$ cat src/hdl/gzmbf_pkg.sv
package gzmbf_pkg;

	// default width of the running byte offset
	localparam int OFFSET_BITS_DEFAULT = 32;

	// header constants
	localparam logic [7:0] MAGIC0      = 8'h1f;
	localparam logic [7:0] MAGIC1      = 8'h8b;
	localparam logic [7:0] METHOD_DEFL = 8'h08;
	localparam logic [3:0] FIXED_FLAGS = 4'd3;
	localparam logic [3:0] FIXED_LAST  = 4'd9;

	// flag bits kept from the flags byte
	localparam logic [4:0] FL_HCRC    = 5'h02;
	localparam logic [4:0] FL_EXTRA   = 5'h04;
	localparam logic [4:0] FL_NAME    = 5'h08;
	localparam logic [4:0] FL_COMMENT = 5'h10;

	// status codes
	localparam logic [1:0] ST_OK         = 2'd0;
	localparam logic [1:0] ST_BAD_MAGIC  = 2'd1;
	localparam logic [1:0] ST_BAD_METHOD = 2'd2;

	// one result beat
	typedef struct packed {
		logic        member_start;
		logic [31:0] start_offset;
		logic [15:0] member_number;
		logic [1:0]  status;
		logic        stream_end;
	} result_t;

endpackage

$ cat src/hdl/gzmbf_parser.sv
module gzmbf_parser #(
	parameter int OFFSET_BITS = gzmbf_pkg::OFFSET_BITS_DEFAULT
) (
	input  logic                clk,
	input  logic                arst_n,
	input  logic                in_fire,
	input  logic [7:0]          data_byte,
	input  logic                last_byte,
	output gzmbf_pkg::result_t  res
);

	typedef enum logic [2:0] {
		PH_MAGIC0,
		PH_MAGIC1,
		PH_METHOD,
		PH_FIXED,
		PH_XLEN,
		PH_SKIP,
		PH_ZSTR,
		PH_SCAN
	} phase_t;

	phase_t                 phase_q, phase_n;
	logic [3:0]             hpos_q, hpos_n;
	logic [4:0]             flags_q, flags_n;
	logic [16:0]            extra_q, extra_n;
	logic [15:0]            recent_q, recent_n;
	logic [1:0]             fill_q, fill_n;
	logic [OFFSET_BITS-1:0] offset_q, offset_n;
	logic [15:0]            members_q, members_n;
	logic                   halted_q, halted_n;

	logic                   go_next;
	logic                   start;
	logic [1:0]             status;
	logic [OFFSET_BITS-1:0] soff;
	logic [OFFSET_BITS+31:0] soff_ext;

	// next state and result for the current byte
	always_comb begin
		phase_n   = phase_q;
		hpos_n    = hpos_q;
		flags_n   = flags_q;
		extra_n   = extra_q;
		recent_n  = recent_q;
		fill_n    = fill_q;
		offset_n  = offset_q;
		members_n = members_q;
		halted_n  = halted_q;
		go_next   = 1'b0;
		start     = 1'b0;
		status    = gzmbf_pkg::ST_OK;
		soff      = '0;

		if (halted_q) begin
			status = (phase_q == PH_METHOD) ? gzmbf_pkg::ST_BAD_METHOD
				: gzmbf_pkg::ST_BAD_MAGIC;
		end else begin
			unique case (phase_q)
				PH_MAGIC0: begin
					if (data_byte == gzmbf_pkg::MAGIC0) begin
						phase_n = PH_MAGIC1;
					end else begin
						halted_n = 1'b1;
						status   = gzmbf_pkg::ST_BAD_MAGIC;
					end
				end
				PH_MAGIC1: begin
					if (data_byte == gzmbf_pkg::MAGIC1) begin
						phase_n = PH_METHOD;
					end else begin
						halted_n = 1'b1;
						status   = gzmbf_pkg::ST_BAD_MAGIC;
					end
				end
				PH_METHOD: begin
					if (data_byte == gzmbf_pkg::METHOD_DEFL) begin
						if (members_q != 16'hffff) members_n = members_q + 16'd1;
						start   = 1'b1;
						soff    = offset_q - OFFSET_BITS'(2);
						phase_n = PH_FIXED;
						hpos_n  = gzmbf_pkg::FIXED_FLAGS;
					end else begin
						halted_n = 1'b1;
						status   = gzmbf_pkg::ST_BAD_METHOD;
					end
				end
				PH_FIXED: begin
					if (hpos_q == gzmbf_pkg::FIXED_FLAGS) flags_n = data_byte[4:0];
					if (hpos_q >= gzmbf_pkg::FIXED_LAST) go_next = 1'b1;
					else hpos_n = hpos_q + 4'd1;
				end
				PH_XLEN: begin
					if (hpos_q == 4'd0) begin
						extra_n = {9'd0, data_byte};
						hpos_n  = 4'd1;
					end else begin
						extra_n = extra_q | {1'b0, data_byte, 8'd0};
						if (extra_n == 17'd0) begin
							go_next = 1'b1;
						end else begin
							phase_n = PH_SKIP;
							hpos_n  = 4'd0;
						end
					end
				end
				PH_SKIP: begin
					if (extra_q != 17'd0) extra_n = extra_q - 17'd1;
					if (extra_n == 17'd0) go_next = 1'b1;
				end
				PH_ZSTR: begin
					if (data_byte == 8'd0) go_next = 1'b1;
				end
				PH_SCAN: begin
					if (fill_q == 2'd2 && recent_q == {gzmbf_pkg::MAGIC0, gzmbf_pkg::MAGIC1}
						&& data_byte == gzmbf_pkg::METHOD_DEFL) begin
						if (members_q != 16'hffff) members_n = members_q + 16'd1;
						start    = 1'b1;
						soff     = offset_q - OFFSET_BITS'(2);
						flags_n  = '0;
						phase_n  = PH_FIXED;
						hpos_n   = gzmbf_pkg::FIXED_FLAGS;
						recent_n = '0;
						fill_n   = '0;
					end else begin
						recent_n = {recent_q[7:0], data_byte};
						if (fill_q != 2'd2) fill_n = fill_q + 2'd1;
					end
				end
				default: ;
			endcase

			// advance to the next optional header section or to the scan
			if (go_next) begin
				hpos_n = 4'd0;
				priority if ((flags_n & gzmbf_pkg::FL_EXTRA) != 5'd0) begin
					flags_n = flags_n & ~gzmbf_pkg::FL_EXTRA;
					extra_n = '0;
					phase_n = PH_XLEN;
				end else if ((flags_n & gzmbf_pkg::FL_NAME) != 5'd0) begin
					flags_n = flags_n & ~gzmbf_pkg::FL_NAME;
					phase_n = PH_ZSTR;
				end else if ((flags_n & gzmbf_pkg::FL_COMMENT) != 5'd0) begin
					flags_n = flags_n & ~gzmbf_pkg::FL_COMMENT;
					phase_n = PH_ZSTR;
				end else if ((flags_n & gzmbf_pkg::FL_HCRC) != 5'd0) begin
					flags_n = flags_n & ~gzmbf_pkg::FL_HCRC;
					extra_n = 17'd2;
					phase_n = PH_SKIP;
				end else begin
					recent_n = '0;
					fill_n   = '0;
					phase_n  = PH_SCAN;
				end
			end

			offset_n = offset_q + OFFSET_BITS'(1);
		end

		// result beat, taken before the end-of-stream clear
		soff_ext          = {32'd0, soff};
		res.member_start  = start;
		res.start_offset  = soff_ext[31:0];
		res.member_number = members_n;
		res.status        = status;
		res.stream_end    = last_byte;

		// end of stream starts a fresh stream unless halted
		if (last_byte && !halted_n) begin
			phase_n   = PH_MAGIC0;
			hpos_n    = '0;
			flags_n   = '0;
			extra_n   = '0;
			recent_n  = '0;
			fill_n    = '0;
			offset_n  = '0;
			members_n = '0;
		end
	end

	// parser state
	always_ff @(posedge clk or negedge arst_n) begin
		if (!arst_n) begin
			phase_q   <= PH_MAGIC0;
			hpos_q    <= '0;
			flags_q   <= '0;
			extra_q   <= '0;
			recent_q  <= '0;
			fill_q    <= '0;
			offset_q  <= '0;
			members_q <= '0;
			halted_q  <= 1'b0;
		end else if (in_fire) begin
			phase_q   <= phase_n;
			hpos_q    <= hpos_n;
			flags_q   <= flags_n;
			extra_q   <= extra_n;
			recent_q  <= recent_n;
			fill_q    <= fill_n;
			offset_q  <= offset_n;
			members_q <= members_n;
			halted_q  <= halted_n;
		end
	end

endmodule

$ cat src/hdl/gzmbf_out_buf.sv
module gzmbf_out_buf (
	input  logic               clk,
	input  logic               arst_n,
	input  logic               in_valid,
	output logic               in_ready,
	input  gzmbf_pkg::result_t in_res,
	output logic               out_valid,
	input  logic               out_ready,
	output gzmbf_pkg::result_t out_res
);

	logic               out_valid_q;
	logic               skid_valid_q;
	gzmbf_pkg::result_t out_q;
	gzmbf_pkg::result_t skid_q;
	logic               in_fire;
	logic               out_free;

	assign in_ready  = !skid_valid_q;
	assign in_fire   = in_valid && in_ready;
	assign out_free  = !out_valid_q || out_ready;
	assign out_valid = out_valid_q;
	assign out_res   = out_q;

	// beat control
	always_ff @(posedge clk or negedge arst_n) begin
		if (!arst_n) begin
			out_valid_q  <= 1'b0;
			skid_valid_q <= 1'b0;
		end else if (out_free) begin
			out_valid_q  <= skid_valid_q || in_fire;
			skid_valid_q <= 1'b0;
		end else if (in_fire) begin
			skid_valid_q <= 1'b1;
		end
	end

	// beat payload
	always_ff @(posedge clk) begin
		if (out_free) begin
			if (skid_valid_q) out_q <= skid_q;
			else if (in_fire) out_q <= in_res;
		end else if (in_fire) begin
			skid_q <= in_res;
		end
	end

endmodule

$ cat src/hdl/gzip_member_boundary_finder_core.sv
// a result beat is computed combinationally and registered in the output buffer when its input beat is accepted
// throughput: one byte per cycle while the skid entry is empty; the state update is a single registered step
// a two-entry output buffer (output register plus skid entry) takes one more input byte after the output stalls
// reset: arst_n clears all parser state and empties the output buffer
// after a final byte the stream state returns to reset unless halted
module gzip_member_boundary_finder_core #(
	parameter int OFFSET_BITS = gzmbf_pkg::OFFSET_BITS_DEFAULT
) (
	input  logic        clk,
	input  logic        arst_n,
	input  logic        in_valid,
	output logic        in_ready,
	input  logic [7:0]  data_byte,
	input  logic        last_byte,
	output logic        out_valid,
	input  logic        out_ready,
	output logic        member_start,
	output logic [31:0] start_offset,
	output logic [15:0] member_number,
	output logic [1:0]  status,
	output logic        stream_end
);

	gzmbf_pkg::result_t next_res;
	gzmbf_pkg::result_t out_res;
	logic               in_fire;

	assign in_fire = in_valid && in_ready;

	// header parser and signature scan
	gzmbf_parser #(
		.OFFSET_BITS(OFFSET_BITS)
	) u_parser (
		.clk       (clk),
		.arst_n    (arst_n),
		.in_fire   (in_fire),
		.data_byte (data_byte),
		.last_byte (last_byte),
		.res       (next_res)
	);

	// result register with skid entry
	gzmbf_out_buf u_out_buf (
		.clk       (clk),
		.arst_n    (arst_n),
		.in_valid  (in_valid),
		.in_ready  (in_ready),
		.in_res    (next_res),
		.out_valid (out_valid),
		.out_ready (out_ready),
		.out_res   (out_res)
	);

	assign member_start  = out_res.member_start;
	assign start_offset  = out_res.start_offset;
	assign member_number = out_res.member_number;
	assign status        = out_res.status;
	assign stream_end    = out_res.stream_end;

endmodule

$ cat config.mk
export PLATFORM = sky130hd
export DESIGN_NAME = gzip_member_boundary_finder_core
export DESIGN_NICKNAME = d
export VERILOG_FILES = /design/src/hdl/gzmbf_pkg.sv /design/src/hdl/gzmbf_parser.sv /design/src/hdl/gzmbf_out_buf.sv /design/src/hdl/gzip_member_boundary_finder_core.sv
export SDC_FILE = /design/constraint.sdc
export NUM_CORES = 1
export LEC_CHECK = 0
export BUFFER_PORTS_ARGS = -buffer_cell sky130_fd_sc_hd__buf_4
export CORE_MARGIN = 2
export CORE_UTILIZATION = 48
export CTS_CLUSTER_SIZE = 16
export DETAILED_ROUTE_END_ITERATION = 10
export GPL_ROUTABILITY_DRIVEN = 0
export HOLD_SLACK_MARGIN = 0.15
export PLACE_DENSITY = 0.7
export SLEW_MARGIN = 10
export SYNTH_ARGS = -nofsm -noshare
export SYNTH_HDL_FRONTEND = slang
export SYNTH_SLANG_ARGS = --single-unit
export TNS_END_PERCENT = 10
$ cat constraint.sdc
create_clock -name clk -period 5.5 [get_ports clk]
set_clock_uncertainty 0.05 [all_clocks]
set_input_delay 0.825 -clock clk [delete_from_list [all_inputs] [get_ports clk]]
set_output_delay 0.825 -clock clk [all_outputs]
set_load 0.03 [all_outputs]
## Word-level counts from Yosys, hierarchy flattened

Cells that the tools add are included.

| word-level totals | value |
|---|---|
| register bits after elaboration | 202 |
| input port bits | 13 |

| cells by class | value |
|---|---|
| reduce and logical (&&, ||, !) cells | 24 |
| magnitude comparators | 1 |
| mux-type cells | 102 |
| add/sub/neg operators | 6 |
| bitwise logic cells | 2 |
| eq/ne operators | 24 |

Operators with widths:

| operator | number |
|---|---|
| $mux 16 | 14 |
| $mux 17 | 11 |
| $mux 32 | 5 |
| $mux 52 | 2 |
| $pmux 32 s2 | 1 |
| $mux 5 | 8 |
| $mux 3 | 12 |
| $logic_not 17->1 | 2 |
| $pmux 17 s2 | 1 |
| $add 32x1->32 const B | 1 |
| $mux 4 | 8 |
| $pmux 16 s2 | 1 |
| $sub 32x2->32 const B | 1 |
| $mux 2 | 15 |
| $mux 1 | 17 |
| $or 17x16->17 | 1 |
| $reduce_bool 17->1 | 1 |
| $sub 17x1->17 const B | 1 |
| $add 16x1->16 const B | 1 |
| $eq 16x13->1 const B | 1 |
| $ne 16x16->1 const B | 1 |
| $ne 4x4->1 const B | 4 |
| $pmux 4 s4 | 1 |
| $pmux 3 s5 | 1 |
| other kinds (32) | 48 |

## Depth between registers and ports, before layout

| logic depth | value |
|---|---|
| word-level depth | 13 |
| mapped depth | 12 |
| depth with buffers taken out | 10 |

## Hierarchy

Synthesis repeated with hierarchy kept, for this count alone.

| unflattened totals | value |
|---|---|
| cell total of the unflattened synthesis | 998 |
| area total of the unflattened synthesis | 10946.7 µm² |

Modules (own cells, without submodules):

| module | cells each | times used | sequential area each (µm²) | area an instance (µm²) |
|---|---|---|---|---|
| gzmbf_parser | 826 | 1 | 2377.3 | 6855.3 |
| gzmbf_out_buf | 171 | 1 | 3173.0 | 4085.2 |
| gzip_member_boundary_finder_core | 1 | 1 | 0.0 | 6.3 |

## Worst setup path after synthesis

No wires, ideal clock.

| path | value |
|---|---|
| kind | input to register |
| start | in in_valid |
| end | reg u_out_buf.skid_q[0] in the netlist's numbering, enable pin |
| stages | 4 |
| setup time | 0.462 ns |
| setup slack | 1.513 ns |
| data arrival time | 3.475 ns |
| buffers on the path | 2 |
| required time | 4.988 ns |
| cell sequence | nand2_1 > clkbuf_1 > clkbuf_1 > nor2_1 |

| on the way | value |
|---|---|
| cells in the longest elaborated chain, start to end | 2 |

Ends and longest elaborated chain:

| item | RTL line | source |
|---|---|---|
| start: declaration | gzip_member_boundary_finder_core.sv:11 | `input logic in_valid,` |
| $logic_and 1x1->1 | gzmbf_out_buf.sv:20 | `assign in_fire = in_valid && in_ready;` |
| $reduce_and 2->1 (no source line) | -- |  |
| end signal: assignment | gzmbf_out_buf.sv:44 | `skid_q <= in_res;` |
| end: declaration | gzmbf_out_buf.sv:15 | `gzmbf_pkg::result_t skid_q;` |

No other way between the ends.
A chain may end at the register's enable or synchronous reset.

## Worst setup path in the final report

| path | value |
|---|---|
| start | reg u_parser.extra_q[0] |
| end | reg u_parser.recent_q[3] |

| on the way | value |
|---|---|
| cells in the longest elaborated chain, start to end | 11 |
| elaborated cells between the ends (all ways) | 16 |
| those cells by class | 1 x add/sub; 11 x mux; 1 x bitwise; 3 x reduce/logical |

Ends and longest elaborated chain:

| item | RTL line | source |
|---|---|---|
| start: declaration | gzmbf_parser.sv:26 | `logic [16:0] extra_q, extra_n;` |
| start signal: assignment | gzmbf_parser.sv:197 | `extra_q <= extra_n;` |
| $sub 17x1->17 / $reduce_bool 17->1 (equally long branches) | gzmbf_parser.sv:108 | `if (extra_q != 17'd0) extra_n = extra_q - 17'd1;` |
| $mux 17 | gzmbf_parser.sv:108 |  |
| $mux 17 | gzmbf_parser.sv:59 | `unique case (phase_q)` |
| $mux 17 | gzmbf_parser.sv:55 | `if (halted_q) begin` |
| $logic_not 17->1 | gzmbf_parser.sv:109 | `if (extra_n == 17'd0) go_next = 1'b1;` |
| $mux 1 | gzmbf_parser.sv:109 |  |
| $pmux 1 s4 (*) | gzmbf_parser.sv:59 |  |
| $mux 1 (*) | gzmbf_parser.sv:55 |  |
| $mux 16 (*) | gzmbf_parser.sv:134 | `if (go_next) begin` |
| $mux 16 (*) | gzmbf_parser.sv:55 |  |
| $mux 16 (*) | gzmbf_parser.sv:169 | `if (last_byte && !halted_n) begin` |
| end signal: assignment | gzmbf_parser.sv:198 | `recent_q <= recent_n;` |
| end: declaration | gzmbf_parser.sv:27 | `logic [15:0] recent_q, recent_n;` |

Mark *: on every way between the ends. The rest lies on a longest branch, timed or not. The select of a mux whose other input is x is not followed.

==> results.yml <==
clock_network:
  tritoncts.num_buffers: 23
  cts_root_buffer: "sky130_fd_sc_hd__clkbuf_16"
  tritoncts_num_sinks: 201
  cts_resized: 0
  ctsHoldBuffers: 0
  cts.repair_timing.setup_buffer_count: 0
  path_clk_slew_ns: 0.07
  clk_latency_ns: 0.50
  cts.path.max_buffers: 3
  tritoncts: "built"
  htree_levels: 1
floorplanning:
  core_area_mm2: 0.0218
  die_w_um: 153
  boundaryPins: 67
  fp.dieArea_mm2: 0.0234
  die_h_um: 153
  core.rowCount: 54
  start_util: 0.488
route:
  dr_pass1_iterations: 5
  drt_first_iter_violations: 715
  via_per_inst: 5.97
  antenna_violating_nets_remaining: 0
  finalWirelength_um: 23300
  wl_met1_um: 10700
  routedWlPerCell_um: 17.1
  met2RoutedLength_um: 10700
  routed-via-count: 8111
  highest-signal-layer: "met4"
  detail_route.drc_violations: 0
  met3WireLength_um: 1230
timing:
  setup_viol_count_final: 0
  fin_crit_sh: 0.729
  maximum_operating_frequency_mhz: 249
  timing.final.crit_period_ns: 4.01
  slew_violations: 0
  worst_max_slew_pin_slew_ns: 1.14
  grt_setup_unrepaired: "no"
  worst_slew_margin_rel: 0.232
  finalHoldViolCount: 0
  fin_tns_setup_ns: 0
power_and_ir_drop:
  power.density_mw_per_mm2: 297
  share_clk_of_total_power: 0.413
  power_switching_uw: 898
  internal_power_uw: 2660
  power.switching_fraction: 0.252
  p_leak_uw: 0.00478
  p_seq_frac: 0.469
  worst_ir_drop_vdd_uv: 175
  pwr-share-comb: 0.118
synthesis:
  yosys.cell_types.count: 73
  syn_avg_cell_area_um2: 10.2
  mappedNetlistArea_mm2: 0.0107
  synth_area_leaders: "sky130_fd_sc_hd__edfxtp_1, sky130_fd_sc_hd__dfrtp_1, sky130_fd_sc_hd__nand2_1"
  synth.largest_area_cell: "sky130_fd_sc_hd__edfxtp_1"
  ys_async_rst_share: 0.483
  synth_edf_count: 104
  yosys.area.top_type_share: 0.293
  syn_inst: 1040
  synth.yosys.warnings: 0
  synth.ff_latch_count: 201
  syn-num-nets: 1065
  synth_sequential_area_ratio: 0.521
  dominantRegCellSynth: "sky130_fd_sc_hd__edfxtp_1"
worst_setup_path:
  worst_ep_arrival_time_ns: 4.39
  start_kind: "flop"
  crit_required_ns: 5.88
  critPathKind: "reg -> reg"
  worst_path_max_delay_cell: "sky130_fd_sc_hd__a31oi_1"
  max_stage_delay_ns: 0.89
  cp_max_fo: 17
  timing.critical_path.cells: "inv_1 -> ha_1 -> nor3b_1 -> nand3_1 -> nor4_2 -> xnor2_1 -> a31oi_1 -> or3_1 -> a32o_1"
  worstSetupEndpointType: "flop"
finish:
  areaGrowthSynthToFinish_pct: 12.5
  post_route_cells_drive_above_1_share: 0.138
  postLayoutCellArea_mm2: 0.0120
  antenna_cells: 0
  finish.net_count: 1087
global_route:
  pin_count_of_the_biggest_net_entering_global_routing: 75
  first_global_vias: 7677
  grt-ovfl-total: 0
  grt_first_pass_wirelength_um: 38700
  initial_antenna_violation_count: 0
  globalRouteTotalUtil: 0.197
flow_run:
  max-cap-violations: 0
placed_design:
  dp_hpwl_um: 15400
  buffer_ports.inserted: 66
  place_area_mm2: 0.0113
min_path:
  hp-class: "in -> async"
run_status:
  outcome: "finished, final reports clean"
==> cells in the final DEF (no fill, tap or decap), types with 6 or more instances in the layout <==
cell and instances:
sky130_fd_sc_hd__nand3_1 39, sky130_fd_sc_hd__mux2i_1 12, sky130_fd_sc_hd__o211ai_1 11, sky130_fd_sc_hd__o21ai_1 17
sky130_fd_sc_hd__o21a_1 6, sky130_fd_sc_hd__o31ai_1 35, sky130_fd_sc_hd__buf_4 78, sky130_fd_sc_hd__mux2_2 21
sky130_fd_sc_hd__edfxtp_1 104, sky130_fd_sc_hd__ha_1 12, sky130_fd_sc_hd__a21o_1 6, sky130_fd_sc_hd__or4_1 6
sky130_fd_sc_hd__nand4_1 10, sky130_fd_sc_hd__and3_1 17, sky130_fd_sc_hd__clkbuf_16 23, sky130_fd_sc_hd__o21ai_0 47
sky130_fd_sc_hd__nor4_1 14, sky130_fd_sc_hd__or3_1 7, sky130_fd_sc_hd__xnor2_1 40, sky130_fd_sc_hd__nor3b_1 8
sky130_fd_sc_hd__o22ai_1 8, sky130_fd_sc_hd__nand2_1 117, sky130_fd_sc_hd__a22o_1 14, sky130_fd_sc_hd__nor2_1 106
sky130_fd_sc_hd__dfrtp_1 96, sky130_fd_sc_hd__a31oi_1 8, sky130_fd_sc_hd__o221ai_1 7, sky130_fd_sc_hd__inv_1 21
sky130_fd_sc_hd__xor2_1 28, sky130_fd_sc_hd__a32o_1 19, sky130_fd_sc_hd__a21oi_1 14, sky130_fd_sc_hd__nor3_1 23
sky130_fd_sc_hd__and4_1 9
==> kinds of logic (layout without fill, tap and decap cells) <==
kind of cell | count (synthesis) | count (layout) | synth area share
AND/OR/NAND/NOR | 400 | 400 | 0.188
AO/OA/AOI/OAI | 223 | 223 | 0.149
flip-flops | 201 | 201 | 0.521
buffers and inverters | 103 | 141 | 0.0392
XOR/XNOR | 68 | 68 | 0.0559
multiplexers | 33 | 33 | 0.0335
adder cells (fa/ha/maj) | 12 | 12 | 0.0141
==> layout make-up <==
cell class	instances	area, um2
Clock buffer	28	594
Sequential cell	201	5550
Fill cell	1940	9830
Multi-Input combinational cell	736	4700
Tap cell	280	350
Timing Repair Buffer	78	586
Clock inverter	13	129
Inverter	22	82.6
==> metrics by stage <==
stage / setup slack (ns) / power (uW) / std cells / hold slack, ns / utilization
final: 1.49 / 3560 / 1358 / 0.284 / 0.550
after global placement: 1.68 / 2110 / 1317 / 0.449 / 0.516
after global routing: 1.19 / 3690 / 1358 / 0.336 / 0.550
after floorplan: 1.51 / 1990 / 1040 / 0.430 / -
after detailed placement: 1.58 / 2120 / 1317 / 0.458 / 0.516
after CTS: 1.57 / 3600 / 1358 / 0.293 / 0.550
==> synthesized netlist by cell type (9+ instances only) <==
| cell type | number |
|---|---|
| sky130_fd_sc_hd__a21oi_1 | 14 |
| sky130_fd_sc_hd__a22o_1 | 14 |
| sky130_fd_sc_hd__a32o_1 | 19 |
| sky130_fd_sc_hd__and3_1 | 17 |
| sky130_fd_sc_hd__and4_1 | 9 |
| sky130_fd_sc_hd__clkbuf_1 | 64 |
| sky130_fd_sc_hd__dfrtp_1 | 97 |
| sky130_fd_sc_hd__edfxtp_1 | 104 |
| sky130_fd_sc_hd__ha_1 | 12 |
| sky130_fd_sc_hd__inv_1 | 21 |
| sky130_fd_sc_hd__mux2_2 | 21 |
| sky130_fd_sc_hd__mux2i_1 | 12 |
| sky130_fd_sc_hd__nand2_1 | 117 |
| sky130_fd_sc_hd__nand3_1 | 39 |
| sky130_fd_sc_hd__nand4_1 | 10 |
| sky130_fd_sc_hd__nor2_1 | 107 |
| sky130_fd_sc_hd__nor3_1 | 23 |
| sky130_fd_sc_hd__nor4_1 | 14 |
| sky130_fd_sc_hd__o211ai_1 | 11 |
| sky130_fd_sc_hd__o21ai_0 | 47 |
| sky130_fd_sc_hd__o21ai_1 | 17 |
| sky130_fd_sc_hd__o31ai_1 | 35 |
| sky130_fd_sc_hd__xnor2_1 | 40 |
| sky130_fd_sc_hd__xor2_1 | 28 |
==> worst paths after layout <==
| path | slack [ns] | start | endpoint | depth (start not counted) |
|---|---|---|---|---|
| worst max-delay path | 1.49 | u_parser.extra_q[0] | u_parser.recent_q[3] | 9 |
| min in group clk | 0.46 | u_parser.recent_q[12] | u_parser.recent_q[12] | 1 |
| worst min-delay path | 0.28 | arst_n | u_parser.offset_q[18] | 1 |
| worst max register to register | 1.49 | u_parser.extra_q[0] | u_parser.recent_q[3] | 9 |
| worst min register to register | 0.46 | u_parser.recent_q[12] | u_parser.recent_q[12] | 1 |
| max in group asynchronous | 3.96 | arst_n | u_out_buf.skid_valid_q | 2 |
==> registers in the layout (all words and copies together), names as in the netlist <==
| name | cells |
|---|---|
| u_out_buf.out_res | 52 |
| u_out_buf.out_valid | 1 |
| u_out_buf.skid_q | 52 |
| u_out_buf.skid_valid_q | 1 |
| u_parser.extra_q | 17 |
| u_parser.fill_q | 2 |
| u_parser.flags_q | 4 |
| u_parser.halted_q | 1 |
| u_parser.hpos_q | 4 |
| u_parser.members_q | 16 |
| u_parser.offset_q | 32 |
| u_parser.phase_q | 3 |
| u_parser.recent_q | 16 |
==> worst max-delay path, delay by kind of cell, from the launching register on <==
kind | cells | cell delay (ns)
buffers and inverters | 1 | 0.18
adders and majority gates | 1 | 0.25
DFF | 1 | 0.43
xor gates and xnor gates | 1 | 0.21
AOI/OAI and AO/OA | 2 | 1.15
and+or+nand+nor | 4 | 1.66
==> metal layers <==
metal  track usage  up-vias
li1              -     3870
met1         0.283     3937
met2         0.312      246
met3        0.0306       58
met4        0.0595        0
met5             0        -
==> power groups by stage <==
stage               Sequential (uW)  Clock (uW)  Combinational [uW]
floorplan                      1760           0                 227
global placement               1700           0                 413
detailed placement             1700           0                 422
CTS                            1670        1510                 424
global route                   1680        1560                 460
finish                         1670        1470                 419
(Power assumes the default switching activity.)
